--- config.mk ---
export PLATFORM = sky130hd
export DESIGN_NAME = lrf_mac
export DESIGN_NICKNAME = d
export VERILOG_FILES = /design/src/rtl/lrf_pkg.sv /design/src/rtl/lrf_mac.sv
export SDC_FILE = /design/constraint.sdc
export NUM_CORES = 2
export LEC_CHECK = 0
export BUFFER_PORTS_ARGS = -buffer_cell sky130_fd_sc_hd__buf_2
export CORE_ASPECT_RATIO = 0.9
export CORE_UTILIZATION = 70
export CTS_CLUSTER_SIZE = 14
export DETAILED_ROUTE_END_ITERATION = 16
export HOLD_SLACK_MARGIN = 0.05
export PLACE_DENSITY = 0.87
export SLEW_MARGIN = 20
export SYNTH_ARGS = -nofsm -noshare
export SYNTH_HDL_FRONTEND = slang
export SYNTH_SLANG_ARGS = --single-unit
export TNS_END_PERCENT = 5
--- constraint.sdc ---
create_clock -name clk -period 7.9 [get_ports clk]
set_input_delay 0.395 -clock clk [delete_from_list [all_inputs] [get_ports clk]]
set_output_delay 0.395 -clock clk [all_outputs]
set_load 0.005 [all_outputs]
--- src/rtl/lrf_pkg.sv ---
// ----------------------------------------------------------------------------
// lrf_pkg
// Sizes, field layout and codes of the horizontal line resampler.
// ----------------------------------------------------------------------------
package lrf_pkg;

    localparam int MAX_LINE  = 2048;
    localparam int MAX_OUT   = 1024;
    localparam int MAX_TAPS  = 16;
    localparam int FRAC_BITS = 22;

    localparam int LINE_AW  = $clog2(MAX_LINE);
    localparam int OUT_AW   = $clog2(MAX_OUT);
    localparam int COEFF_AW = $clog2(MAX_OUT * MAX_TAPS);

    localparam int IDX_W   = 14;
    localparam int PIX_W   = 32;
    localparam int COEF_W  = 32;
    localparam int START_W = 11;
    localparam int LEN_W   = 5;
    localparam int TAPS_W  = 5;
    localparam int COUNT_W = 11;
    localparam int WIN_W   = START_W + LEN_W;

    // accumulator: 2^21 + 16 * 255 * 2^31 fits well inside 46 signed bits
    localparam int PROD_W = PIX_W + 9;
    localparam int ACC_W  = 46;

    // input word layout
    localparam int IN_IDX_LO   = 0;
    localparam int IN_PIX_LO   = IN_IDX_LO + IDX_W;
    localparam int IN_COEF_LO  = IN_PIX_LO + PIX_W;
    localparam int IN_START_LO = IN_COEF_LO + COEF_W;
    localparam int IN_LEN_LO   = IN_START_LO + START_W;
    localparam int IN_USED_W   = IN_LEN_LO + LEN_W;
    localparam int S_DATA_W    = ((IN_USED_W + 7) / 8) * 8;

    // output word layout
    localparam int OUT_POS_LO = 0;
    localparam int OUT_PIX_LO = OUT_POS_LO + OUT_AW;
    localparam int OUT_USED_W = OUT_PIX_LO + PIX_W;
    localparam int M_DATA_W   = ((OUT_USED_W + 7) / 8) * 8;

    localparam int MODE_W   = 2;
    localparam int CFG_IW   = 1;
    localparam int CFG_DW   = COUNT_W;

    typedef enum logic [MODE_W-1:0] {
        MODE_PIXEL   = 2'd0,
        MODE_COEFF   = 2'd1,
        MODE_WINDOW  = 2'd2,
        MODE_COMPUTE = 2'd3
    } mode_t;

    typedef enum logic [CFG_IW-1:0] {
        CFG_TAPS  = 1'b0,
        CFG_COUNT = 1'b1
    } cfg_reg_t;

    typedef struct packed {
        logic clear;    // preset the lane accumulators
        logic tap_vld;  // memory read data holds a tap to add
    } mac_ctrl_t;

endpackage

--- src/rtl/lrf_mac.sv ---
// ----------------------------------------------------------------------------
// lrf_mac
// Four byte-lane multiply-accumulate with rounding preset and 0..255 clamp.
// ----------------------------------------------------------------------------
module lrf_mac (
    input  logic                            clk,
    input  logic                            rst_n,
    input  lrf_pkg::mac_ctrl_t              ctrl,
    input  logic [lrf_pkg::PIX_W-1:0]       pixel,
    input  logic signed [lrf_pkg::COEF_W-1:0] coeff,
    output logic                            busy,
    output logic [lrf_pkg::PIX_W-1:0]       result
);
    import lrf_pkg::*;

    logic signed [PROD_W-1:0] prod_reg [4];
    logic signed [ACC_W-1:0]  acc_reg  [4];
    logic                     prod_vld_reg;

    always_ff @(posedge clk or negedge rst_n)
    begin
        if (!rst_n)
        begin
            prod_vld_reg <= 1'b0;
        end
        else
        begin
            prod_vld_reg <= ctrl.tap_vld;
        end
    end

    always_ff @(posedge clk)
    begin
        for (int i = 0; i < 4; i++)
        begin
            prod_reg[i] <= $signed({1'b0, pixel[8*i +: 8]}) * coeff;
            if (ctrl.clear)
            begin
                acc_reg[i] <= ACC_W'(1) <<< (FRAC_BITS - 1);
            end
            else if (prod_vld_reg)
            begin
                acc_reg[i] <= acc_reg[i] + ACC_W'(prod_reg[i]);
            end
        end
    end

    // negative -> 0, anything at or above 256 << 22 -> 255
    always_comb
    begin
        for (int i = 0; i < 4; i++)
        begin
            if (acc_reg[i][ACC_W-1])
            begin
                result[8*i +: 8] = 8'd0;
            end
            else if (|acc_reg[i][ACC_W-2:FRAC_BITS+8])
            begin
                result[8*i +: 8] = 8'hFF;
            end
            else
            begin
                result[8*i +: 8] = acc_reg[i][FRAC_BITS +: 8];
            end
        end
    end

    assign busy = prod_vld_reg;

endmodule

==> summary.txt <==
CTS sink cnt = 349
Post-CTS Setup Bufs = 0
Crit path launch type = input port
CP Depth = 20
CP top delay family = adder cells
Final worst-path cycle share = 71.8%
TritonRoute pass-1 iters = 6
# Max-Cap Violations = 0
Iter 0 DRT Violations = 3,767
Area delta synth->final = 4.44%
RSZ-0062 raised after global routing = no
Clock transition at path regs = 0.07 ns
Worst hold path class = in -> async
Most common cell after layout, fill and taps aside = inv_1
Buf/Inv on CP = 4
Post-Syn Area = 0.0551 mm²
Reg2Reg Depth = 13
CTS max path bufs = 3
Share of post-route cells with drive strength above 1 = 3.47%
Via Count = 43,800
CTS H-tree depth = 2
Mean Syn Cell Area = 8.76 µm²
Chip height = 268 µm
Tmin final = 5.68 ns
CP max-delay cell = buf_2
Setup violations, final = 0
Die area = 0.0799 mm²
Most frequent cells in the layout = inv_1, fa_1, and2_1, nand2_1, ha_1
I/O pin total = 101
Crit-path max cell delay = 0.57 ns
TritonCTS Buffers = 42
WP data required = 8.36 ns
Max reg flops = 184
Crit path capture = prod_reg[0][40]
Post-DP HPWL = 97,800 µm
Clock skew = 0.0254 ns
Pins Over Slew Limit = 0
CP endpoint kind = flop
Antenna violations before repair = 15
Worst setup path category = in -> reg
Vias in the first global route = 45,500
Worst rel slew slack = 24.3%
CP Max Fanout = 32
Worst setup startpoint = pixel[0]
Fin Setup TNS = 0 ns
Global route overflow = 0
Max Freq = 176 MHz
Post-CTS Hold Buffers = 2
Register area share after synthesis = 16.0%
Pwr per Cell Area = 412 mW/mm²
Post-Syn Instances = 6,296
Cell breakdown of the critical path = buf_2 -> nand2_1 -> fa_1 -> inv_1 -> fa_1 -> fa_1 -> inv_1 -> fa_1 -> inv_1 -> ha_1 -> a21oi_1 -> o21ai_0 -> a221o_1 -> a21oi_2 -> o21bai_1 -> or4b_1 -> a31oi_2 -> o21ai_1 -> a21o_1 -> xnor2_1
Worst slew pin tran = 1.14 ns
FFs w/ async S/R, synth = 0.287%
Clk_lat worst skew = 0.60 ns
Final hold vios = 0
Number of I/O port buffers = 100
Core Area = 0.0779 mm²
Reg2Reg Setup Slack = 3.81 ns
Crit path DAT = 6.14 ns
Rows = 97
CTS root buffer = clkbuf_16
Synthesized Nets = 7,668
Initial Utilization = 70.8%
Residual DRC = 0
CTS resizes = 0
Largest net degree at the start of global routing = 89
Post-route ant nets = 0
Synth warn = 0
Total GRT Usage = 34.1%
First-pass GRT wire length = 221,000 µm
Die X = 298 µm
DR vias/cell = 6.04
Layout net count = 7,543
Status = complete, no violations
CTS tree = built
#FFs+latches synth = 349
Worst r2r dst = acc_reg[2][44]
Drt wl/cell = 18.4 µm
R2R Path Start = prod_reg[2][0]
P_leak = 0.0295 µW
Routability cong. = 0.940
Core Util, Final = 73.9%
CP most frequent cell = fa_1
Post-synth EDFFs = 184
Routed wire length = 133,000 µm
VDD IR-drop max = 0.000273 V
Synth cell types = 80
Most used flip-flop cell after synthesis = edfxtp_1
Yosys cell counts (all sizes together), types with 58 or more instances:
cell type | count | share of area [%]
a21o | 203 | 2.8
a21oi | 316 | 2.9
and2 | 619 | 7.0
clkbuf | 277 | 1.9
dfxtp | 164 | 6.0
edfxtp | 184 | 10
fa | 796 | 29
ha | 508 | 12
inv | 1140 | 7.8
nand2 | 610 | 4.2
nand3 | 58 | 0.53
nor2 | 365 | 2.5
o21ai | 176 | 1.6
xnor2 | 197 | 3.1
xor2 | 106 | 1.7
where the power goes:
group	internal (µW)	switching [µW]	leakage, µW
Clock	1360	875	0.000773
Combinational	7480	10600	0.0254
Sequential	2980	479	0.00341
Total	11800	11900	0.0295
worst register-to-register path: cells and delay by family (launching register included):
family	cells	cell delay, ns
adder cells (fa/ha/maj)	2	0.54
AO/OA/AOI/OAI	5	1.67
AND/OR/NAND/NOR	5	1.24
flip-flops	1	0.32
buffers and inverters	1	0.06
stage by stage:
step                instance area (µm²)  std cells  worst slack [ns]  hold WS, ns  total power, µW
floorplan                         55100       6296              2.47       0.0994            17200
global placement                  56000       7164              1.84        0.169            20500
detailed placement                56000       7164              1.70        0.170            21000
CTS                               57600       7243              2.31       0.0921            23500
global route                      57600       7249              1.91        0.119            26000
finish                            57600       7249              2.22        0.124            23700
area by class of cell:
type / instances / area [µm²]
Antenna cell: 6 / 15.0
Timing Repair Buffer: 113 / 603
Clock inverter: 24 / 334
Inverter: 1140 / 4280
Tap cell: 1039 / 1300
Clock buffer: 53 / 1240
Multi-Input combinational cell: 4525 / 41000
Fill cell: 5542 / 20300
Sequential cell: 349 / 8830
worst min path at each step:
stage | from | depth (start not counted) | slack, ns | to
after floorplan | rst_n | 0 | 0.1 | busy
after detailed placement | rst_n | 1 | 0.17 | busy
after global placement | rst_n | 1 | 0.17 | busy
after CTS | rst_n | 2 | 0.09 | busy
final | rst_n | 2 | 0.12 | busy
after global routing | rst_n | 2 | 0.12 | busy
routing by layer:
layer / up-vias / track usage, % / part of all wire [%]
met5: - / 0.714 / 0.068
met4: 14 / 13.1 / 3.8
met3: 419 / 5.04 / 8.5
met2: 1994 / 57.8 / 47
met1: 21600 / 44.5 / 40
li1: 19800 / - / -
cell families (layout without fill, tap and decap cells):
| group | after synthesis | in the layout | share of synthesized area, % |
|---|---|---|---|
| simple gates | 1895 | 1895 | 16.9 |
| buf+inv | 1422 | 1330 | 9.69 |
| fa+ha+maj | 1304 | 1304 | 40.4 |
| compound gates | 1021 | 1021 | 12.1 |
| flops | 349 | 349 | 16.0 |
| xor+xnor | 303 | 303 | 4.81 |
| mux | 2 | 2 | 0.0363 |
| other cells | 0 | 6 | 0 |
Power figures use the tool's default switching activity.
